### src/hw/rtl/text_console_writer_core_defines.svh
// ----------------------------------------------------------------------------
// Text console writer assertion macros
// Concurrent assertion wrappers clocked on clk and disabled in reset.
// ----------------------------------------------------------------------------
`ifndef TEXT_CONSOLE_WRITER_CORE_DEFINES_SVH
`define TEXT_CONSOLE_WRITER_CORE_DEFINES_SVH

`ifndef NO_ASSERTIONS

`define TWC_ASSERT_SAME(label, ante, cons) \
    label: assert property (@(posedge clk) disable iff (!rst_n) (ante) |-> (cons)) \
        else $error("twc assertion failed");

`define TWC_ASSERT_NEXT(label, ante, cons) \
    label: assert property (@(posedge clk) disable iff (!rst_n) (ante) |=> (cons)) \
        else $error("twc assertion failed");

`else

`define TWC_ASSERT_SAME(label, ante, cons)

`define TWC_ASSERT_NEXT(label, ante, cons)

`endif

`endif

### src/hw/rtl/twc_pkg.sv
// ----------------------------------------------------------------------------
// Text console writer package
// Shared constants, field widths, controller states and command/status types.
// ----------------------------------------------------------------------------
package twc_pkg;

    localparam int COLUMNS_DEF = 80;
    localparam int LINES_DEF   = 25;

    localparam int CHAR_W     = 8;
    localparam int INDEX_W    = 11;
    localparam int POS_OUT_W  = 11;
    localparam int CELL_W     = 16;
    localparam int COLOUR_W   = 4;
    localparam int CFG_IDX_W  = 1;
    localparam int S_TDATA_W  = 24;
    localparam int M_TDATA_W  = 32;

    localparam logic [CHAR_W-1:0]    NEWLINE_CODE = 8'd10;
    localparam logic [COLOUR_W-1:0]  FG_RESET     = 4'hF;
    localparam logic [COLOUR_W-1:0]  BG_RESET     = 4'h0;

    localparam logic                 KIND_PUT     = 1'b0;
    localparam logic                 KIND_READ    = 1'b1;

    localparam logic [CFG_IDX_W-1:0] CFG_FG       = 1'b0;
    localparam logic [CFG_IDX_W-1:0] CFG_BG       = 1'b1;

    typedef enum logic [2:0] {
        ST_CLEAR,
        ST_CLEAR_END,
        ST_IDLE,
        ST_READ,
        ST_SCROLL,
        ST_SCROLL_END,
        ST_DONE
    } state_t;

    typedef struct packed {
        logic accept;
        logic sweep_run;
        logic sweep_clear;
        logic read_capture;
        logic load_out;
    } cmd_t;

    typedef struct packed {
        logic is_read;
        logic needs_scroll;
        logic sweep_last;
        logic out_free;
    } status_t;

endpackage

### src/hw/rtl/twc_ctrl.sv
// ----------------------------------------------------------------------------
// Text console writer controller
// Sequences reset clearing, item handling, scroll sweeps and result hand-off.
// ----------------------------------------------------------------------------
module twc_ctrl (
    input  logic             clk,
    input  logic             rst_n,
    input  logic             s_tvalid,
    output logic             s_tready,
    input  twc_pkg::status_t status,
    output twc_pkg::cmd_t    cmd
);
    import twc_pkg::*;

    state_t state_reg;
    state_t state_next;

    always_ff @(posedge clk or negedge rst_n)
    begin
        if (!rst_n)
        begin
            state_reg <= ST_CLEAR;
        end
        else
        begin
            state_reg <= state_next;
        end
    end

    always_comb
    begin
        state_next = state_reg;
        cmd        = '0;
        s_tready   = 1'b0;
        unique case (state_reg)
            ST_CLEAR:
            begin
                cmd.sweep_run   = 1'b1;
                cmd.sweep_clear = 1'b1;
                if (status.sweep_last)
                begin
                    state_next = ST_CLEAR_END;
                end
            end
            ST_CLEAR_END:
            begin
                state_next = ST_IDLE;
            end
            ST_IDLE:
            begin
                s_tready = 1'b1;
                if (s_tvalid)
                begin
                    cmd.accept = 1'b1;
                    priority if (status.is_read)
                    begin
                        state_next = ST_READ;
                    end
                    else if (status.needs_scroll)
                    begin
                        state_next = ST_SCROLL;
                    end
                    else
                    begin
                        state_next = ST_DONE;
                    end
                end
            end
            ST_READ:
            begin
                cmd.read_capture = 1'b1;
                state_next       = ST_DONE;
            end
            ST_SCROLL:
            begin
                cmd.sweep_run = 1'b1;
                if (status.sweep_last)
                begin
                    state_next = ST_SCROLL_END;
                end
            end
            ST_SCROLL_END:
            begin
                state_next = ST_DONE;
            end
            ST_DONE:
            begin
                if (status.out_free)
                begin
                    cmd.load_out = 1'b1;
                    state_next   = ST_IDLE;
                end
            end
            default:
            begin
                state_next = ST_CLEAR;
            end
        endcase
    end

endmodule

### config.mk
export PLATFORM = sky130hd
export DESIGN_NAME = twc_ctrl
export DESIGN_NICKNAME = d
export VERILOG_FILES = /design/src/hw/rtl/text_console_writer_core_defines.svh /design/src/hw/rtl/twc_pkg.sv /design/src/hw/rtl/twc_ctrl.sv
export SDC_FILE = /design/constraint.sdc
export NUM_CORES = 1
export LEC_CHECK = 0
export BUFFER_PORTS_ARGS = -buffer_cell sky130_fd_sc_hd__buf_4
export CORE_AREA = 2 2 39 41
export DETAILED_ROUTE_END_ITERATION = 8
export DIE_AREA = 0 0 41 43
export PLACE_DENSITY = 0.44
export RECOVER_POWER = 100
export SLEW_MARGIN = 10
export SYNTH_ARGS = -nofsm -noshare
export SYNTH_HDL_FRONTEND = slang
export SYNTH_SLANG_ARGS = --single-unit
### constraint.sdc
create_clock -name clk -period 1 [get_ports clk]
set_input_delay 0.2 -clock clk [delete_from_list [all_inputs] [get_ports clk]]
set_output_delay 0.2 -clock clk [all_outputs]
set_load 0.05 [all_outputs]
==> results of run 1 <==
==> repair_timing <==
action / in CTS / in global routing
hold endpoints to repair: 3 / 0
setup buffers: 4 / 1
resized for setup: 14 / 7
hold buffers: 1 / 0
pin swaps: 2 / 1
setup endpoints to repair: 9 / 9
==> through the flow <==
stage,cell area (um2),setup slack [ns]
3_5_place_dp,365,-0.208
4_1_cts,478,-0.409
5_1_grt,503,-0.450
2_1_floorplan,244,-0.544
6_report,503,-0.400
3_3_place_gp,365,-0.175
==> per-layer routing <==
layer | share of wire | routed length [um] | up-vias | global-route usage
met2 | 0.56 | 341 | 6 | 0.125
met5 | 0 | 0 | - | 0
met3 | 0.026 | 16 | 0 | 0.0314
met1 | 0.41 | 252 | 128 | 0.100
li1 | - | - | 135 | -
met4 | 0 | 0 | 0 | 0.100
==> layout make-up <==
class / instances / share of cell area
flip-flops and latches: 3 / 0.157
multi-input cells: 18 / 0.291
clock buffers: 4 / 0.0522
well taps: 16 / 0.0398
repair buffers: 24 / 0.460
==> final timing paths <==
check / end / depth (start not counted) / slack [ns]
worst max register to register: state_reg[1] / 6 / -0.31
worst min-delay path: state_reg[0] / 3 / 0.23
max in group asynchronous: state_reg[1] / 2 / 0.53
worst min register to register: state_reg[0] / 2 / 0.63
worst max-delay path: cmd[4] / 3 / -0.40
min in group asynchronous: state_reg[2] / 2 / 0.30
==> cell families after synthesis <==
group,Yosys count
AOI/OAI and AO/OA,6
buffers and inverters,3
DFF,3
and+or+nand+nor,12
==> power breakdown <==
part / switching, mW / internal, mW / total, mW
Combinational: 0.684 / 0.726 / 1.41
Clock: 0.0682 / 0.150 / 0.218
Sequential: 0.101 / 0.189 / 0.290
Total: 0.853 / 1.06 / 1.92
==> critical path: stages, from the launching register on <==
cell,delay (ns)
sky130_fd_sc_hd__dfrtp_2,0.44
sky130_fd_sc_hd__nor3b_4,0.22
sky130_fd_sc_hd__and2_4,0.17
sky130_fd_sc_hd__buf_8,0.13
==> placed cells by master (no fill, tap or decap) <==
| cell type | n |
|---|---|
| sky130_fd_sc_hd__nor2b_1 | 1 |
| sky130_fd_sc_hd__clkbuf_1 | 2 |
| sky130_fd_sc_hd__buf_6 | 8 |
| sky130_fd_sc_hd__nand4b_1 | 1 |
| sky130_fd_sc_hd__nor3_2 | 1 |
| sky130_fd_sc_hd__nand2b_1 | 1 |
| sky130_fd_sc_hd__dfrtp_2 | 3 |
| sky130_fd_sc_hd__nand4bb_1 | 1 |
| sky130_fd_sc_hd__buf_8 | 3 |
| sky130_fd_sc_hd__nor3b_4 | 1 |
| sky130_fd_sc_hd__clkbuf_4 | 3 |
| sky130_fd_sc_hd__a31oi_1 | 1 |
| sky130_fd_sc_hd__nand2_1 | 2 |
| sky130_fd_sc_hd__a21oi_1 | 1 |
| sky130_fd_sc_hd__and2_4 | 1 |
| sky130_fd_sc_hd__dlygate4sd3_1 | 1 |
| sky130_fd_sc_hd__nor2_4 | 2 |
| sky130_fd_sc_hd__and4b_2 | 1 |
| sky130_fd_sc_hd__buf_4 | 11 |
| sky130_fd_sc_hd__o21ai_1 | 1 |
| sky130_fd_sc_hd__o21ai_0 | 2 |
| sky130_fd_sc_hd__a21oi_2 | 1 |
==> impl_metrics.ini, run 1 <==
[synthesis]
synth.area.mux_share = 0
synth.top_cells.by_count = 3 x sky130_fd_sc_hd__dfrtp_1, 3 x sky130_fd_sc_hd__o21ai_0
synth-compound-area-share = 0.145
netlist_instances = 24
synth_sequential_area_ratio = 0.347
synth-xor-area-share = 0
synth_largest_area_cell = sky130_fd_sc_hd__dfrtp_1
total_standard_cell_area_after_synthesis_um2 = 216
basic_gate_share_of_the_synthesized_area_counting_and_or_nand_and_nor_cells = 0.382
synthTopCellsByArea = sky130_fd_sc_hd__dfrtp_1 35%, sky130_fd_sc_hd__buf_6 10%, sky130_fd_sc_hd__o21ai_0 6.9%, sky130_fd_sc_hd__nor3b_2 5.8%, sky130_fd_sc_hd__and4b_2 5.2%
synth_cell_types = 16
synth_edf_count = 0
synth_adder_area_share = 0
syn_avg_cell_area_um2 = 9.02
synth_top_family_by_area = simple AND/OR/NAND/NOR gates
yosys_warnings = 0
synth_top_cell_area_share = 0.347
synthesis.nets = 31
synthFlopType = sky130_fd_sc_hd__dfrtp_1
number_of_storage_elements_in_the_synthesis_netlist = 3
async_flop_share = 1.00

[floorplanning]
die_height_um = 43
design.die.area_mm2 = 0.00176
die_width_um = 41
floorplan.core_area_mm2 = 0.00138
placementRows = 14
top_level_ports = 13
floorplan.initialDensity = 0.156

[global_routing]
grt_antenna_before_repair = 0
grt_max_degree = 7
wire_length_of_the_first_global_routing_pass_um = 1020
grtUsageTotal = 0.0925
gr-total-overflow = 0
via_count_of_the_first_global_routing_pass = 263

[timing]
timing.fmax_ghz = 0.714
final_hold_viol_count = 0
slew-limit-headroom = 0.895
post-route-period-util = 1.40
finalSetupViolCount = 9
slew_violations = 0
final_critical_period_ns = 1.40
hold_slack_final_ns = 0.230
worst_clock_skew_ns = 0.00248
tightest_slew_ns = 0.157
rsz0062_at_grt = yes
worst_slack_ns = -0.400
fin_setup_tns_ns = -2.63

[power]
power_density_mw_per_mm2 = 3810
total_power_mw = 1.92
reported_leakage_power_nw = 0.220
ir_drop_mv = 0.952

[layout]
insertedDiodeCount = 0
layout-area-overhead-vs-synth_pct = 132
finalNetCount = 57
register_area_um2 = 78.8
finish.cell_count_without_fillers = 65
fin_util = 0.363
largest_register_ffs = 3
nFillCells = 143
area_taken_by_multi_input_logic_gates_um2 = 146
drive_gt1_frac = 0.714

[clock_network]
clk_path_buf_depth = 2
clock_tree.htree_level_count = 1
cts.root.buffer_cell = sky130_fd_sc_hd__clkbuf_4
tritoncts.num_buffers = 3
path_clk_slew_ns = 0.04
clock_latency_late_sink_ns = 0.24
tritoncts = built
cts_num_sinks = 3

[drt]
drc = 0
initial_drc_count = 2
antenna_violating_nets_post_route = 0
wire_per_inst_um = 9.38
post_dr_vias_cell = 4.14
num_vias = 269
detail_route.wirelength_um = 610
dr.pass1.iters = 2

[placement]
place.detailed.instances = 55
dp.final_hpwl_um = 438
globalplace.congestion = 0.709
io_buffers = 12

[critical_path]
reg2reg_from = state_reg[2]
worstPathArrival_ns = 1.20
cp.required_ns = 0.80
timing.critical_path.fanout_max = 5
setup_crit_start_kind = flop
cp-end-kind = primary output
timing.critical_path.from = state_reg[0]
setup_cp_type = flop to primary output

[worst_hold_path]
hp-start = status[1]
min-delay-path-class = input port to flop

[status]
violations = setup timing
status = finished, violations left

[job]
maxCapViolations = 0
(Power assumes the default switching activity.)
==> run 2, diff against run 1 <==
- CELL_PAD_IN_SITES_DETAIL_PLACEMENT: not set -> 1
- CELL_PAD_IN_SITES_GLOBAL_PLACEMENT: not set -> 2
- PLACE_DENSITY: 0.44 -> 0.66
==> impl_metrics.ini, run 2 (same netlist as run 1, synthesis figures left out) <==
[layout]
area_taken_by_multi_input_logic_gates_um2 = 145
register_area_um2 = 77.6
fin_util = 0.337
layout-area-overhead-vs-synth_pct = 116
commonest_non_fill_non_tap_cell_in_the_layout = sky130_fd_sc_hd__buf_4
drive_gt1_frac = 0.702
final_cell_mix = 13 x sky130_fd_sc_hd__buf_4, 5 x sky130_fd_sc_hd__buf_6, 3 x sky130_fd_sc_hd__clkbuf_4
finish.cell_count_without_fillers = 63
insertedDiodeCount = 0
finalNetCount = 55
nFillCells = 169
largest_register_ffs = 3
final_area_um2 = 467

[critical_path]
setup_cp_type = flop to primary output
setup_crit_start_kind = flop
timing.critical_path.slowest_stage_cell = sky130_fd_sc_hd__dfrtp_2
worstPathArrival_ns = 1.21
timing.critical_path.fanout_max = 6
reg2reg_from = state_reg[2]
r2r.worst_path.cells = 5
cp-end-kind = primary output
r2r-end = state_reg[1]
regToRegSetupSlack_ns = -0.21
cp.required_ns = 0.80
timing.critical_path.from = state_reg[0]
path_cells = nor3b_4 > and2_4 > buf_8
largest_incremental_delay_on_the_critical_path_ns = 0.45

[global_routing]
wire_length_of_the_first_global_routing_pass_um = 1120
grtUsageTotal = 0.101
via_count_of_the_first_global_routing_pass = 256
grt_antenna_before_repair = 0
grt_max_degree = 9
gr-total-overflow = 0

[worst_hold_path]
min-delay-path-class = input port to flop
hp-start = status[0]
min_delay_path_depth = 4
worstHoldEndpoint = state_reg[2]

[clock_network]
path_clk_slew_ns = 0.04
clk_path_buf_depth = 2
cts.root.buffer_cell = sky130_fd_sc_hd__clkbuf_4
tritoncts = built
tritoncts.num_buffers = 3
clock_latency_late_sink_ns = 0.25
clock_tree.htree_level_count = 1
cts_num_sinks = 3

[timing]
slew_violations = 0
final_critical_period_ns = 1.41
slew-limit-headroom = 0.884
finalSetupViolCount = 8
timing.fmax_ghz = 0.708
rsz0062_at_grt = yes
worst_clock_skew_ns = 0.00821
fin_setup_tns_ns = -2.41
final_hold_viol_count = 0
tightest_slew_ns = 0.174
hold_slack_final_ns = 0.236
worst_slack_ns = -0.413
post-route-period-util = 1.41

[placement]
globalplace.congestion = 0.655
place.detailed.instances = 54
dp.final_hpwl_um = 470
post-place-ws_ns = -0.223
io_buffers = 12
post_dp_cell_area_um2 = 358

[power]
power_density_mw_per_mm2 = 3870
total_power_mw = 1.81
reported_leakage_power_nw = 0.205
ir_drop_mv = 1.81

[drt]
dr.pass1.iters = 1
num_vias = 268
initial_drc_count = 0
antenna_violating_nets_post_route = 0
wire_per_inst_um = 10.9
drc = 0
detail_route.wirelength_um = 686
post_dr_vias_cell = 4.25

[floorplanning]
floorplan.initialDensity = 0.156
die_width_um = 41
placementRows = 14
die_height_um = 43
top_level_ports = 13
design.die.area_mm2 = 0.00176
floorplan.core_area_mm2 = 0.00138

[status]
violations = setup timing
status = finished, violations left

[job]
maxCapViolations = 0
run 2: cell types whose count changed in the layout (fill, tap and decap cells not counted), sizes merged:
| cell | change |
|---|---|
| buf | -2 |
run 2: final cells by class:
type	instances	area share
sequential	3	0.166
clock buffer	4	0.0563
timing repair buffer	22	0.424
multi-input combinational	18	0.311
tap	16	0.0429
run 2: layer usage:
metal | up-vias | track usage | wire [um]
li1 | 132 | - | -
met1 | 124 | 0.109 | 252
met2 | 10 | 0.147 | 364
met3 | 2 | 0.0262 | 41
met4 | 0 | 0.100 | 27
met5 | - | 0 | 0
run 2: worst max path at each step:
stage / end / slack (ns) / cells after the start
6_report: cmd[4] / -0.41 / 3
5_1_grt: cmd[4] / -0.46 / 3
4_1_cts: cmd[4] / -0.43 / 3
3_5_place_dp: cmd[4] / -0.22 / 3
3_3_place_gp: cmd[4] / -0.20 / 3
2_1_floorplan: cmd[4] / -0.54 / 3
run 2: what timing repair did:
item,in CTS,in global routing
hold buffers,1,0
hold endpoints to repair,3,0
setup buffers,2,2
endpoints found under the setup margin,9,9
resized for setup,13,3
pin swaps,1,0
run 2: critical path: cells and delay by family (launching register included):
family                 cells  cell delay (ns)
and+or+nand+nor            2             0.39
buffers and inverters      1             0.13
DFF                        1             0.45
run 2: power breakdown:
part | internal [mW] | switching [mW] | leakage [nW] | total (mW)
combinational | 0.628 | 0.652 | 0.157 | 1.28
sequential | 0.185 | 0.114 | 0.0338 | 0.299
clock | 0.150 | 0.0769 | 0.0150 | 0.227
total | 0.964 | 0.843 | 0.205 | 1.81
==> run 3, diff against run 2 <==
- PLACE_DENSITY: 0.66 -> 0.68
- clock period: 1 -> 1.2 ns (I/O delays scaled with it)
==> impl_metrics.ini, run 3 (same netlist as run 1, synthesis figures left out) <==
[floorplanning]
design.die.area_mm2 = 0.00176
die_width_um = 41
floorplan.core_area_mm2 = 0.00138
placementRows = 14
die_height_um = 43
top_level_ports = 13
floorplan.initialDensity = 0.156

[drt]
antenna_violating_nets_post_route = 0
drc = 0
post_dr_vias_cell = 4.10
dr.pass1.iters = 2
wire_per_inst_um = 11.6
detail_route.wirelength_um = 776
num_vias = 275
initial_drc_count = 2

[timing]
finalSetupViolCount = 7
worst_clock_skew_ns = 0.000142
slew-limit-headroom = 0.885
final_hold_viol_count = 0
rsz0062_at_grt = yes
tightest_slew_ns = 0.173
post-route-period-util = 1.19
worst_slack_ns = -0.232
final_critical_period_ns = 1.43
slew_violations = 0
timing.fmax_ghz = 0.698

[clock_network]
clk_path_buf_depth = 2
clock_tree.htree_level_count = 1
path_clk_slew_ns = 0.04
clock_latency_late_sink_ns = 0.23
tritoncts = built
cts.root.buffer_cell = sky130_fd_sc_hd__clkbuf_4
cts_num_sinks = 3
tritoncts.num_buffers = 3

[placement]
globalplace.congestion = 0.627
place.detailed.instances = 56
post-place-ws_ns = -0.0619
io_buffers = 12
dp.final_hpwl_um = 527
post_dp_cell_area_um2 = 373

[layout]
largest_register_ffs = 3
finalNetCount = 59
insertedDiodeCount = 0
drive_gt1_frac = 0.745
final_cell_mix = 14 x sky130_fd_sc_hd__buf_4, 6 x sky130_fd_sc_hd__buf_6
finish.cell_count_without_fillers = 67
layout-area-overhead-vs-synth_pct = 146
final_area_um2 = 532
commonest_non_fill_non_tap_cell_in_the_layout = sky130_fd_sc_hd__buf_4

[global_routing]
grt_max_degree = 7
gr-total-overflow = 0
grt_antenna_before_repair = 0
via_count_of_the_first_global_routing_pass = 298
wire_length_of_the_first_global_routing_pass_um = 1170
grtUsageTotal = 0.0976

[power]
net_switching_share_of_the_total_power = 0.443
clockPowerShare = 0.101
power_frac_comb = 0.752
pwr-share-seq = 0.147
internal_power_mw = 0.943
power_density_mw_per_mm2 = 3180
power_switching_mw = 0.749
reported_leakage_power_nw = 0.238
ir_drop_mv = 1.17

[critical_path]
setup_crit_start_kind = flop
timing.critical_path.fanout_max = 4
setup_cp_type = flop to primary output
regToRegSetupSlack_ns = 0
cp-end-kind = primary output
worstPathArrival_ns = 1.19
cp.required_ns = 0.96

[status]
violations = setup timing
status = finished, violations left

[job]
maxCapViolations = 0

[worst_hold_path]
min-delay-path-class = input port to flop
-- run 3: changes by cell type in the layout (fill, tap and decap cells not counted) --
cell                      change
sky130_fd_sc_hd__buf_12       +1
sky130_fd_sc_hd__buf_4        +1
sky130_fd_sc_hd__buf_6        +1
sky130_fd_sc_hd__buf_8        +1
sky130_fd_sc_hd__dfrtp_1      -1
sky130_fd_sc_hd__dfrtp_2      +1
sky130_fd_sc_hd__nand2_1      -1
sky130_fd_sc_hd__nand2_4      +1
sky130_fd_sc_hd__nor3_2       -1
sky130_fd_sc_hd__nor3_4       +1
sky130_fd_sc_hd__o21ai_0      +2
sky130_fd_sc_hd__o21ai_1      -1
sky130_fd_sc_hd__o21ai_2      -1
-- run 3: critical path, stage by stage (launching register included) --
cell	delay [ns]
sky130_fd_sc_hd__dfrtp_2	0.44
sky130_fd_sc_hd__nor3b_4	0.22
sky130_fd_sc_hd__and2_4	0.17
sky130_fd_sc_hd__buf_8	0.13
-- run 3: cell type report --
| type | instances | area, um2 |
|---|---|---|
| Sequential cell | 3 | 78.8 |
| Tap cell | 16 | 20.0 |
| Timing Repair Buffer | 26 | 251 |
| Fill cell | 164 | 852 |
| Multi-Input combinational cell | 18 | 155 |
| Clock buffer | 4 | 26.3 |
-- run 3: per-stage QoR --
step | total power, mW | hold WS, ns | util | TNS (ns)
after global placement | 1.09 | 0.0317 | 0.269 | -0.0378
after floorplan | 0.830 | -0.0556 | - | -0.832
after global routing | 1.79 | 0.287 | 0.384 | -1.61
final | 1.69 | 0.278 | 0.384 | -1.24
after CTS | 1.55 | 0.275 | 0.352 | -1.25
after detailed placement | 1.11 | 0.0329 | 0.269 | -0.0816
-- run 3: metal layers --
| layer | vias to the layer above | part of all wire | track usage |
|---|---|---|---|
| met1 | 125 | 0.36 | 0.104 |
| met4 | 0 | 0 | 0.0400 |
| met3 | 0 | 0.058 | 0.0314 |
| met2 | 12 | 0.58 | 0.166 |
| li1 | 138 | - | - |
| met5 | - | 0 | 0 |
-- run 3: final timing paths --
kind,startpoint,endpoint,cells past startpoint
max,state_reg[2],cmd[4],3
min,status[1],state_reg[0],3
max reg2reg,state_reg[2],state_reg[1],5
min reg2reg,state_reg[1],state_reg[0],2
max in group asynchronous,rst_n,state_reg[0],2
min in group asynchronous,rst_n,state_reg[2],2
-- run 3: power by group through the flow --
stage	clock, mW	sequential, mW	combinational (mW)
after floorplan	0	0.165	0.665
after global placement	0	0.234	0.860
after detailed placement	0	0.244	0.868
after CTS	0.179	0.261	1.11
after global routing	0.192	0.259	1.34
final	0.171	0.248	1.27
-- run 3: repair_timing --
item | 4_1_cts | 5_1_grt
pin swaps | 1 | 3
resized for setup | 17 | 3
hold buffers | 1 | 0
hold endpoints to repair | 3 | 0
endpoints found under the setup margin | 6 | 6
setup buffers | 3 | 3
